`config.mk`:
```
export PLATFORM = sky130hd
export DESIGN_NAME = serial_line_editor_unit_flat
export DESIGN_NICKNAME = d
export VERILOG_FILES = /design/src/design/sle_pkg.sv /design/src/design/sle_rx_if.sv /design/src/design/sle_res_if.sv /design/src/design/sle_ctrl.sv /design/src/design/sle_datapath.sv /design/src/design/serial_line_editor_unit.sv /design/src/flat_wrapper.sv
export SDC_FILE = /design/constraint.sdc
export NUM_CORES = 1
export LEC_CHECK = 0
export ABC_CLOCK_PERIOD_IN_PS = 3400
export BUFFER_PORTS_ARGS = -buffer_cell sky130_fd_sc_hd__buf_2
export CORE_UTILIZATION = 49
export CTS_BUF_LIST = sky130_fd_sc_hd__clkbuf_16
export DETAILED_ROUTE_END_ITERATION = 7
export PLACE_DENSITY = 0.72
export SYNTH_ARGS = -nofsm -noshare
export SYNTH_HDL_FRONTEND = slang
export SYNTH_SLANG_ARGS = --single-unit
```
`constraint.sdc`:
```
create_clock -name clk -period 3.4 [get_ports clk]
set_input_delay 0.34 -clock clk [delete_from_list [all_inputs] [get_ports clk]]
set_output_delay 0.34 -clock clk [all_outputs]
set_load 0.02 [all_outputs]
```
`src/design/sle_pkg.sv`:
```
package sle_pkg;

    // Field widths.
    localparam int BYTE_W    = 8;
    localparam int KIND_W    = 2;
    localparam int LEN_W     = 5;
    localparam int SIZE_W    = 6;
    localparam int CFG_IDX_W = 1;
    localparam int SEL_W     = 3;

    // Default depth of the character store.
    localparam int DEFAULT_LINE_DEPTH = 32;

    // Configuration register indexes.
    localparam logic [CFG_IDX_W-1:0] CFG_ECHO_ENABLE = 1'b0;
    localparam logic [CFG_IDX_W-1:0] CFG_LINE_SIZE   = 1'b1;

    // Configuration reset values.
    localparam logic              RESET_ECHO = 1'b1;
    localparam logic [SIZE_W-1:0] RESET_SIZE = 6'd32;

    // Result kinds.
    localparam logic [KIND_W-1:0] KIND_ECHO = 2'd0;
    localparam logic [KIND_W-1:0] KIND_CHAR = 2'd1;
    localparam logic [KIND_W-1:0] KIND_END  = 2'd2;

    // Byte codes.
    localparam logic [BYTE_W-1:0] BYTE_CR    = 8'h0d;
    localparam logic [BYTE_W-1:0] BYTE_LF    = 8'h0a;
    localparam logic [BYTE_W-1:0] BYTE_DEL   = 8'h7f;
    localparam logic [BYTE_W-1:0] BYTE_BS    = 8'h08;
    localparam logic [BYTE_W-1:0] BYTE_SP    = 8'h20;
    localparam logic [BYTE_W-1:0] BYTE_TILDE = 8'h7e;

    // Sources of the result byte.
    localparam logic [SEL_W-1:0] SEL_ZERO = 3'd0;
    localparam logic [SEL_W-1:0] SEL_CR   = 3'd1;
    localparam logic [SEL_W-1:0] SEL_LF   = 3'd2;
    localparam logic [SEL_W-1:0] SEL_BS   = 3'd3;
    localparam logic [SEL_W-1:0] SEL_SP   = 3'd4;
    localparam logic [SEL_W-1:0] SEL_RX   = 3'd5;
    localparam logic [SEL_W-1:0] SEL_MEM  = 3'd6;

    // Commands from the controller to the datapath.
    typedef struct packed {
        logic              rx_ready;
        logic              load_rx;
        logic              store_char;
        logic              cnt_dec;
        logic              cnt_clr;
        logic              idx_clr;
        logic              idx_inc;
        logic              emit;
        logic [KIND_W-1:0] kind;
        logic [SEL_W-1:0]  sel;
        logic              last;
    } sle_cmd_t;

    // Status from the datapath to the controller.
    typedef struct packed {
        logic is_cr;
        logic is_del;
        logic is_print;
        logic has_room;
        logic echo_on;
        logic cnt_zero;
        logic idx_at_end;
        logic slot_free;
    } sle_status_t;

endpackage

```
`src/design/sle_rx_if.sv`:
```
interface sle_rx_if;
    logic                       valid;
    logic                       ready;
    logic [sle_pkg::BYTE_W-1:0] rx_byte;

    modport source (output valid, output rx_byte, input ready);
    modport sink   (input valid, input rx_byte, output ready);
endinterface

```
`src/design/sle_res_if.sv`:
```
interface sle_res_if;
    logic                       valid;
    logic                       ready;
    logic [sle_pkg::KIND_W-1:0] kind;
    logic [sle_pkg::BYTE_W-1:0] out_byte;
    logic [sle_pkg::LEN_W-1:0]  line_length;
    logic                       last;

    modport source (output valid, output kind, output out_byte, output line_length,
                    output last, input ready);
    modport sink   (input valid, input kind, input out_byte, input line_length,
                    input last, output ready);
endinterface

```
`src/design/sle_ctrl.sv`:
```
module sle_ctrl (
    input  logic                 clk,
    input  logic                 rst_n,
    input  logic                 rx_valid,
    input  sle_pkg::sle_status_t status,
    output sle_pkg::sle_cmd_t    cmd
);

    localparam logic [3:0] ST_IDLE   = 4'd0;
    localparam logic [3:0] ST_DECODE = 4'd1;
    localparam logic [3:0] ST_CR1    = 4'd2;
    localparam logic [3:0] ST_CR2    = 4'd3;
    localparam logic [3:0] ST_LF     = 4'd4;
    localparam logic [3:0] ST_REPLAY = 4'd5;
    localparam logic [3:0] ST_FIN    = 4'd6;
    localparam logic [3:0] ST_BS1    = 4'd7;
    localparam logic [3:0] ST_SP     = 4'd8;
    localparam logic [3:0] ST_BS2    = 4'd9;
    localparam logic [3:0] ST_PECHO  = 4'd10;

    logic [3:0] state_reg;
    logic [3:0] state_next;

    // State register.
    always_ff @(posedge clk or negedge rst_n)
    begin
        if (!rst_n)
        begin
            state_reg <= ST_IDLE;
        end
        else
        begin
            state_reg <= state_next;
        end
    end

    // Next state and commands.
    always_comb
    begin
        state_next = state_reg;
        cmd        = '0;
        cmd.kind   = sle_pkg::KIND_ECHO;
        cmd.sel    = sle_pkg::SEL_ZERO;
        unique case (state_reg)
            ST_IDLE:
            begin
                cmd.rx_ready = 1'b1;
                if (rx_valid)
                begin
                    cmd.load_rx = 1'b1;
                    state_next  = ST_DECODE;
                end
            end
            ST_DECODE:
            begin
                priority if (status.is_cr)
                begin
                    cmd.idx_clr = 1'b1;
                    if (status.echo_on)
                        state_next = ST_CR1;
                    else if (status.cnt_zero)
                        state_next = ST_FIN;
                    else
                        state_next = ST_REPLAY;
                end
                else if (status.is_del && !status.cnt_zero)
                begin
                    cmd.cnt_dec = 1'b1;
                    state_next  = status.echo_on ? ST_BS1 : ST_IDLE;
                end
                else if (status.is_print && status.has_room)
                begin
                    cmd.store_char = 1'b1;
                    state_next     = status.echo_on ? ST_PECHO : ST_IDLE;
                end
                else
                begin
                    state_next = ST_IDLE;
                end
            end
            ST_CR1:
            begin
                cmd.sel = sle_pkg::SEL_CR;
                if (status.slot_free)
                begin
                    cmd.emit   = 1'b1;
                    state_next = ST_CR2;
                end
            end
            ST_CR2:
            begin
                cmd.sel = sle_pkg::SEL_CR;
                if (status.slot_free)
                begin
                    cmd.emit   = 1'b1;
                    state_next = ST_LF;
                end
            end
            ST_LF:
            begin
                cmd.sel = sle_pkg::SEL_LF;
                if (status.slot_free)
                begin
                    cmd.emit   = 1'b1;
                    state_next = status.cnt_zero ? ST_FIN : ST_REPLAY;
                end
            end
            ST_REPLAY:
            begin
                cmd.kind = sle_pkg::KIND_CHAR;
                cmd.sel  = sle_pkg::SEL_MEM;
                if (status.slot_free)
                begin
                    cmd.emit    = 1'b1;
                    cmd.idx_inc = 1'b1;
                    if (status.idx_at_end)
                        state_next = ST_FIN;
                end
            end
            ST_FIN:
            begin
                cmd.kind = sle_pkg::KIND_END;
                cmd.last = 1'b1;
                if (status.slot_free)
                begin
                    cmd.emit    = 1'b1;
                    cmd.cnt_clr = 1'b1;
                    state_next  = ST_IDLE;
                end
            end
            ST_BS1:
            begin
                cmd.sel = sle_pkg::SEL_BS;
                if (status.slot_free)
                begin
                    cmd.emit   = 1'b1;
                    state_next = ST_SP;
                end
            end
            ST_SP:
            begin
                cmd.sel = sle_pkg::SEL_SP;
                if (status.slot_free)
                begin
                    cmd.emit   = 1'b1;
                    state_next = ST_BS2;
                end
            end
            ST_BS2:
            begin
                cmd.sel  = sle_pkg::SEL_BS;
                cmd.last = 1'b1;
                if (status.slot_free)
                begin
                    cmd.emit   = 1'b1;
                    state_next = ST_IDLE;
                end
            end
            ST_PECHO:
            begin
                cmd.sel  = sle_pkg::SEL_RX;
                cmd.last = 1'b1;
                if (status.slot_free)
                begin
                    cmd.emit   = 1'b1;
                    state_next = ST_IDLE;
                end
            end
            default:
            begin
                state_next = ST_IDLE;
            end
        endcase
    end

endmodule

```
`src/design/sle_datapath.sv`:
```
module sle_datapath #(
    parameter int LINE_DEPTH = sle_pkg::DEFAULT_LINE_DEPTH
) (
    input  logic                          clk,
    input  logic                          rst_n,
    input  logic                          cfg_we,
    input  logic [sle_pkg::CFG_IDX_W-1:0] cfg_index,
    input  logic [sle_pkg::SIZE_W-1:0]    cfg_data,
    input  logic [sle_pkg::BYTE_W-1:0]    rx_byte,
    input  logic                          res_ready,
    input  sle_pkg::sle_cmd_t             cmd,
    output sle_pkg::sle_status_t          status,
    output logic                          res_valid,
    output logic [sle_pkg::KIND_W-1:0]    res_kind,
    output logic [sle_pkg::BYTE_W-1:0]    res_byte,
    output logic [sle_pkg::LEN_W-1:0]     res_len,
    output logic                          res_last
);

    localparam int CW = $clog2(LINE_DEPTH);
    localparam int WW = sle_pkg::SIZE_W + 1;
    localparam logic [sle_pkg::SIZE_W-1:0] DEPTH_SZ = sle_pkg::SIZE_W'(LINE_DEPTH);

    logic                          echo_reg;
    logic [sle_pkg::SIZE_W-1:0]    size_reg;
    logic [sle_pkg::BYTE_W-1:0]    rx_reg;
    logic [CW-1:0]                 cnt_reg;
    logic [CW-1:0]                 idx_reg;
    logic [CW-1:0]                 idx_next;
    logic [sle_pkg::BYTE_W-1:0]    mem [LINE_DEPTH];
    logic [sle_pkg::BYTE_W-1:0]    rd_data_reg;
    logic                          out_valid_reg;
    logic [sle_pkg::KIND_W-1:0]    out_kind_reg;
    logic [sle_pkg::BYTE_W-1:0]    out_byte_reg;
    logic [sle_pkg::LEN_W-1:0]     out_len_reg;
    logic                          out_last_reg;
    logic [sle_pkg::SIZE_W-1:0]    size_eff;
    logic [WW-1:0]                 cnt_wide;
    logic [WW-1:0]                 idx_wide;
    logic [sle_pkg::BYTE_W-1:0]    byte_mux;
    logic                          slot_free;

    // Configuration registers.
    always_ff @(posedge clk or negedge rst_n)
    begin
        if (!rst_n)
        begin
            echo_reg <= sle_pkg::RESET_ECHO;
            size_reg <= sle_pkg::RESET_SIZE;
        end
        else if (cfg_we)
        begin
            unique case (cfg_index)
                sle_pkg::CFG_ECHO_ENABLE: echo_reg <= cfg_data[0];
                sle_pkg::CFG_LINE_SIZE:   size_reg <= cfg_data;
                default:                  ;
            endcase
        end
    end

    // Received byte holding register.
    always_ff @(posedge clk)
    begin
        if (cmd.load_rx)
            rx_reg <= rx_byte;
    end

    // Character count and replay index.
    always_ff @(posedge clk or negedge rst_n)
    begin
        if (!rst_n)
        begin
            cnt_reg <= '0;
            idx_reg <= '0;
        end
        else
        begin
            priority if (cmd.cnt_clr)
                cnt_reg <= '0;
            else if (cmd.cnt_dec)
                cnt_reg <= cnt_reg - CW'(1);
            else if (cmd.store_char)
                cnt_reg <= cnt_reg + CW'(1);
            idx_reg <= idx_next;
        end
    end

    always_comb
    begin
        priority if (cmd.idx_clr)
            idx_next = '0;
        else if (cmd.idx_inc)
            idx_next = idx_reg + CW'(1);
        else
            idx_next = idx_reg;
    end

    // Character store; the read follows the next replay index so the
    // registered data always matches the current index.
    always_ff @(posedge clk)
    begin
        if (cmd.store_char)
            mem[cnt_reg] <= rx_reg;
        rd_data_reg <= mem[idx_next];
    end

    // Status toward the controller.
    assign size_eff = (size_reg > DEPTH_SZ) ? DEPTH_SZ : size_reg;
    assign cnt_wide = WW'(cnt_reg);
    assign idx_wide = WW'(idx_reg);
    assign slot_free = !out_valid_reg || res_ready;

    always_comb
    begin
        status.is_cr      = (rx_reg == sle_pkg::BYTE_CR);
        status.is_del     = (rx_reg == sle_pkg::BYTE_DEL);
        status.is_print   = (rx_reg >= sle_pkg::BYTE_SP) && (rx_reg <= sle_pkg::BYTE_TILDE);
        status.has_room   = (cnt_wide + WW'(1)) < WW'(size_eff);
        status.echo_on    = echo_reg;
        status.cnt_zero   = (cnt_reg == '0);
        status.idx_at_end = (idx_wide + WW'(1)) == cnt_wide;
        status.slot_free  = slot_free;
    end

    // Result byte selection.
    always_comb
    begin
        unique case (cmd.sel)
            sle_pkg::SEL_CR:  byte_mux = sle_pkg::BYTE_CR;
            sle_pkg::SEL_LF:  byte_mux = sle_pkg::BYTE_LF;
            sle_pkg::SEL_BS:  byte_mux = sle_pkg::BYTE_BS;
            sle_pkg::SEL_SP:  byte_mux = sle_pkg::BYTE_SP;
            sle_pkg::SEL_RX:  byte_mux = rx_reg;
            sle_pkg::SEL_MEM: byte_mux = rd_data_reg;
            default:          byte_mux = '0;
        endcase
    end

    // Output register.
    always_ff @(posedge clk or negedge rst_n)
    begin
        if (!rst_n)
        begin
            out_valid_reg <= 1'b0;
        end
        else if (cmd.emit)
        begin
            out_valid_reg <= 1'b1;
        end
        else if (res_ready)
        begin
            out_valid_reg <= 1'b0;
        end
    end

    always_ff @(posedge clk)
    begin
        if (cmd.emit)
        begin
            out_kind_reg <= cmd.kind;
            out_byte_reg <= byte_mux;
            out_len_reg  <= (cmd.kind == sle_pkg::KIND_END) ?
                            cnt_wide[sle_pkg::LEN_W-1:0] : '0;
            out_last_reg <= cmd.last;
        end
    end

    assign res_valid = out_valid_reg;
    assign res_kind  = out_kind_reg;
    assign res_byte  = out_byte_reg;
    assign res_len   = out_len_reg;
    assign res_last  = out_last_reg;

endmodule

```
`src/design/serial_line_editor_unit.sv`:
```
// Channel | Dir | Payload                              | Accepted when
// rx      | in  | rx_byte                              | rx.valid && rx.ready
// res     | out | kind, out_byte, line_length, last    | res.valid && res.ready
// cfg     | in  | cfg_index, cfg_data                  | cfg_we
//
// An item is accepted only while the controller is idle; it is decoded in
// the next cycle, and its results then leave at one per cycle through the
// output register, as long as the receiver keeps that register free. Replay
// reads the line through the single read port of the store.
// Reset clears the count, the controller and the output valid; the store
// holds no reset. A stalled output register holds the sequence in place.
module serial_line_editor_unit #(
    parameter int LINE_DEPTH = sle_pkg::DEFAULT_LINE_DEPTH
) (
    input  logic                          clk,
    input  logic                          rst_n,
    input  logic                          cfg_we,
    input  logic [sle_pkg::CFG_IDX_W-1:0] cfg_index,
    input  logic [sle_pkg::SIZE_W-1:0]    cfg_data,
    sle_rx_if.sink                        rx,
    sle_res_if.source                     res
);

    sle_pkg::sle_cmd_t    cmd;
    sle_pkg::sle_status_t status;

    // Sequencing of echo, replay and end marker.
    sle_ctrl u_ctrl (
        .clk      (clk),
        .rst_n    (rst_n),
        .rx_valid (rx.valid),
        .status   (status),
        .cmd      (cmd)
    );

    assign rx.ready = cmd.rx_ready;

    // Line store, count and result register.
    sle_datapath #(
        .LINE_DEPTH (LINE_DEPTH)
    ) u_datapath (
        .clk       (clk),
        .rst_n     (rst_n),
        .cfg_we    (cfg_we),
        .cfg_index (cfg_index),
        .cfg_data  (cfg_data),
        .rx_byte   (rx.rx_byte),
        .res_ready (res.ready),
        .cmd       (cmd),
        .status    (status),
        .res_valid (res.valid),
        .res_kind  (res.kind),
        .res_byte  (res.out_byte),
        .res_len   (res.line_length),
        .res_last  (res.last)
    );

endmodule

```
`src/flat_wrapper.sv`:
```
// flat-port wrapper written by rule: the top's interface ports become plain ports
module serial_line_editor_unit_flat 
#(
    parameter int LINE_DEPTH = sle_pkg::DEFAULT_LINE_DEPTH
)
  (clk, rst_n, cfg_we, cfg_index, cfg_data, rx_valid, rx_rx_byte, rx_ready, res_valid, res_kind, res_out_byte, res_line_length, res_last, res_ready);
  sle_rx_if rx_i ();
  sle_res_if res_i ();
  input  logic clk;
  input  logic rst_n;
  input  logic cfg_we;
  input  logic [sle_pkg::CFG_IDX_W-1:0] cfg_index;
  input  logic [sle_pkg::SIZE_W-1:0] cfg_data;
  input wire logic [$bits(rx_i.valid)-1:0] rx_valid;
  input wire logic [$bits(rx_i.rx_byte)-1:0] rx_rx_byte;
  output wire logic [$bits(rx_i.ready)-1:0] rx_ready;
  output wire logic [$bits(res_i.valid)-1:0] res_valid;
  output wire logic [$bits(res_i.kind)-1:0] res_kind;
  output wire logic [$bits(res_i.out_byte)-1:0] res_out_byte;
  output wire logic [$bits(res_i.line_length)-1:0] res_line_length;
  output wire logic [$bits(res_i.last)-1:0] res_last;
  input wire logic [$bits(res_i.ready)-1:0] res_ready;
  assign rx_i.valid = rx_valid;
  assign rx_i.rx_byte = rx_rx_byte;
  assign rx_ready = rx_i.ready;
  assign res_valid = res_i.valid;
  assign res_kind = res_i.kind;
  assign res_out_byte = res_i.out_byte;
  assign res_line_length = res_i.line_length;
  assign res_last = res_i.last;
  assign res_i.ready = res_ready;
  serial_line_editor_unit #(.LINE_DEPTH(LINE_DEPTH)) u_core (.clk(clk), .rst_n(rst_n), .cfg_we(cfg_we), .cfg_index(cfg_index), .cfg_data(cfg_data), .rx(rx_i), .res(res_i));
endmodule
```
==> impl_metrics.csv <==
group,metric,value,unit
pwr,power_switching,5.057,mW
pwr,vdd_drop_max,0.4709,mV
pwr,power_density,878.2,mW/mm2
timing,setup_violations,0,
cts,tritoncts,"done",
routing,met3_length,3112,um
critical_path,path_common_cell,"a211oi_1",
layout,fin_area,0.01509,mm2
global_routing,antenna_found_initial,1,
routing,viasPerCell,6.174,
synthesis,synthArstFlopShare,7.097,%
run_status,violations,"DRC",
critical_path,path_max_fanout,12,
floorplanning,core,0.02613,mm2
pwr,power_frac_seq,36.8,%
critical_path,crit_family,"simple AND/OR/NAND/NOR gates",
placement,routabilityCongestion,0.9115,
synthesis,syn_nets,985,
synthesis,ys_seq_area_share,69.75,%
placement,io_buffers,37,
critical_path,path_class,"register to register",
global_routing,grt_pass1_wl,50130,um
synthesis,ys_ff_latch,310,
critical_path,r2r_start,"u_core.u_ctrl.state_reg[1]",
floorplanning,io-pin-count,38,
cts,cts_buffer_depth,3,
critical_path,critPathMaxStageDelay,0.57,ns
routing,route.detailed.drc,8,
placement,dp_hpwl,21300,um
floorplanning,start_util,50.04,%
synthesis,synth_cells,951,
timing,max_freq,303.6,MHz
routing,route.detailed.wl_per_inst,23.37,um
critical_path,worstPathRequired,3.84,ns
layout,final_nets,1085,
critical_path,crit_path_end_kind,"register",
job,drv_cap,0,
synthesis,avgSynthCellArea,13.75,um2
routing,dr.first_iter.drc_count,993,
synthesis,yosys_warnings,0,
pwr,p_sw_share,38.17,%
layout,num-fill-cells,2080,
floorplanning,placementRows,59,
floorplanning,chipWidth,165.4,um
critical_path,arrival,3.73,ns
pwr,power,13.25,mW
global_routing,grt_max_degree,66,
routing,wl_met1,13540,um
routing,finalWirelength,32900,um
critical_path,critPathSlowestCell,"or4_1",
cts,clk_pin_slew_worst_paths,0.06,ns
layout,largest_reg_flops,256,
routing,vias,8693,
timing,slew_headroom,18.34,%
min_path,hold_class,"primary input to register",
routing,drtPass1Iterations,8,
timing,drv_slew,0,
cts,cts_setup_buffers,0,
cts,clkLatencyLatePin,0.56,ns
layout,multi_input_area,0.003628,mm2
routing,top_layer_used,"met4",
global_routing,grt_util_all_layers,24.77,%
critical_path,startpoint_type,"register",
synthesis,synth_cell_type_count,67,
synthesis,syn_area,0.01308,mm2
timing,period_share,96.87,%
cts,clock-root-buffer,"clkbuf_16",
critical_path,startpoint,"u_core.u_ctrl.state_reg[1]",
layout,utilization,57.73,%
cts,numClockSinks,310,
pwr,power_leakage,5.206,nW
global_routing,grt_pass1_vias,8483,
critical_path,crit_buf_inv,1,
cts,cts_buffers,31,
layout,syn2layout_area_growth,15.38,%
run_status,status,"finished, violations left",
critical_path,crit_chain,"nand4bb_2, or4_1, a21o_2, inv_2, nand2b_1, a211oi_1, nor4_1, a211oi_1",
layout,drive_gt1_share,17.61,%
pwr,clkPwrFrac,23.7,%
floorplanning,die-area,0.02734,mm2
cts,htree_levels,1,
layout,ff_latch_area,0.009121,mm2
routing,route.met2.wl,15400,um
timing,worst_slew_pin_slew,1.220,ns
layout,n_antenna_cell,0,
routing,postRouteAntennaNets,0,
synthesis,synth_ff_type,"edfxtp_1",
floorplanning,die_h,165.4,um
global_routing,gr-total-overflow,0,
timing,finClkSkew,0.03083,ns
layout,top_register,"u_core.u_datapath.mem",
timing,min_period,3.294,ns
pwr,pwr-share-comb,39.5,%
synthesis,synth-edff-count,280,
min_path,hold_start,"cfg_data[0]",
placement,dpl_cell_area,0.01401,mm2
timing,hold_viol,0,
pwr,power.internal,8.192,mW
[power groups by stage]
stage                     Combinational, mW  Clock (mW)  Sequential (mW)
after floorplan                        3.25           0             5.11
after global placement                 5.04           0             4.94
after detailed placement               5.12           0             4.95
after CTS                              5.17        3.19             4.87
after global routing                   5.64        3.33             4.91
final                                  5.24        3.13             4.88
[cells in the mapped netlist, types with 3 or more instances]
cell,n,area share [%]
a211oi_1,70,4.0
a211oi_2,7,0.67
a21o_1,7,0.40
a21oi_1,97,3.7
a22o_1,3,0.20
a31oi_1,3,0.14
and2_1,8,0.38
and3_1,18,0.86
buf_2,21,0.80
buf_4,6,0.34
clkbuf_1,32,0.92
dfrtp_1,20,3.8
dfxtp_1,8,1.2
edfxtp_1,280,64
ha_1,13,1.2
inv_1,6,0.17
inv_2,3,0.086
mux2_2,7,0.60
mux2i_1,13,1.0
nand2_1,100,2.9
nand2b_1,8,0.38
nand3_1,12,0.46
nand3b_1,4,0.23
nor2_1,51,1.5
nor2b_1,8,0.38
nor3_1,6,0.23
nor4_1,11,0.53
o21ai_0,8,0.31
o221ai_1,17,1.1
o22ai_1,3,0.14
o31ai_1,6,0.34
o32ai_1,32,2.1
or3_1,5,0.24
or3b_2,3,0.20
or4_1,4,0.23
xnor2_1,10,0.67
xor2_1,4,0.27
[cell type report]
type	count	share of cell area [%]
Sequential cell	310	60.46
Multi-Input combinational cell	567	24.05
Timing Repair Buffer	131	6.286
Clock buffer	31	5.142
Tap cell	335	2.778
Clock inverter	24	1.020
Inverter	10	0.2654
[placed cells by master (no fill, tap or decap), types with 18 or more instances in the layout]
master	instances
a21oi_1	96
buf_2	37
clkbuf_16	31
a211oi_1	70
o32ai_1	32
dfrtp_1	20
buf_4	79
edfxtp_1	280
and3_1	18
nor2_1	51
nand2_1	100
[final timing paths]
kind	to	cells after the start	slack [ns]
hold reg to reg	u_core.u_datapath.size_reg[0]	1	0.51
max in group asynchronous	u_core.u_datapath.idx_reg[4]	2	2.72
setup / recovery	u_core.u_datapath.rd_data_reg[4]	8	0.11
setup reg to reg	u_core.u_datapath.rd_data_reg[4]	8	0.11
hold / removal	u_core.u_datapath.size_reg[0]	2	0.04
min in group asynchronous	u_core.u_ctrl.state_reg[2]	2	0.31
[metrics by stage]
stage	setup slack [ns]	std cells	hold slack (ns)	setup TNS (ns)
floorplan	-0.001346	951	0.04441	-0.1133
global placement	0.05701	1340	0.3437	0
detailed placement	0.06741	1340	0.3487	0
CTS	0.08262	1408	0.009589	0
global route	-0.002956	1408	0.02928	-0.002956
finish	0.1064	1408	0.03550	0
[kinds of logic (layout without fill, tap and decap cells)]
group                      count (synthesis)  in the layout  synth area share (%)
adders and majority gates                 15             15                 1.474
and+or+nand+nor                          252            252                 9.569
xor gates and xnor gates                  14             14                0.9377
AOI/OAI and AO/OA                        266            266                 14.05
buffers and inverters                     74            196                 2.622
muxes                                     20             20                 1.598
DFF                                      310            310                 69.75
[routing by layer]
metal / vias up / track usage, %
li1: 3905 / -
met1: 4308 / 34.53
met2: 422 / 39.06
met3: 58 / 5.095
met4: 0 / 7.893
met5: - / 0
[timing repair]
item | 4_1_cts | 5_1_grt
hold buffers | 13 | 0
endpoints found under the setup margin | 0 | 7
hold endpoints to repair | 32 | 0
resized for setup | 0 | 4
No activity file was read; power rests on OpenSTA's default activity.
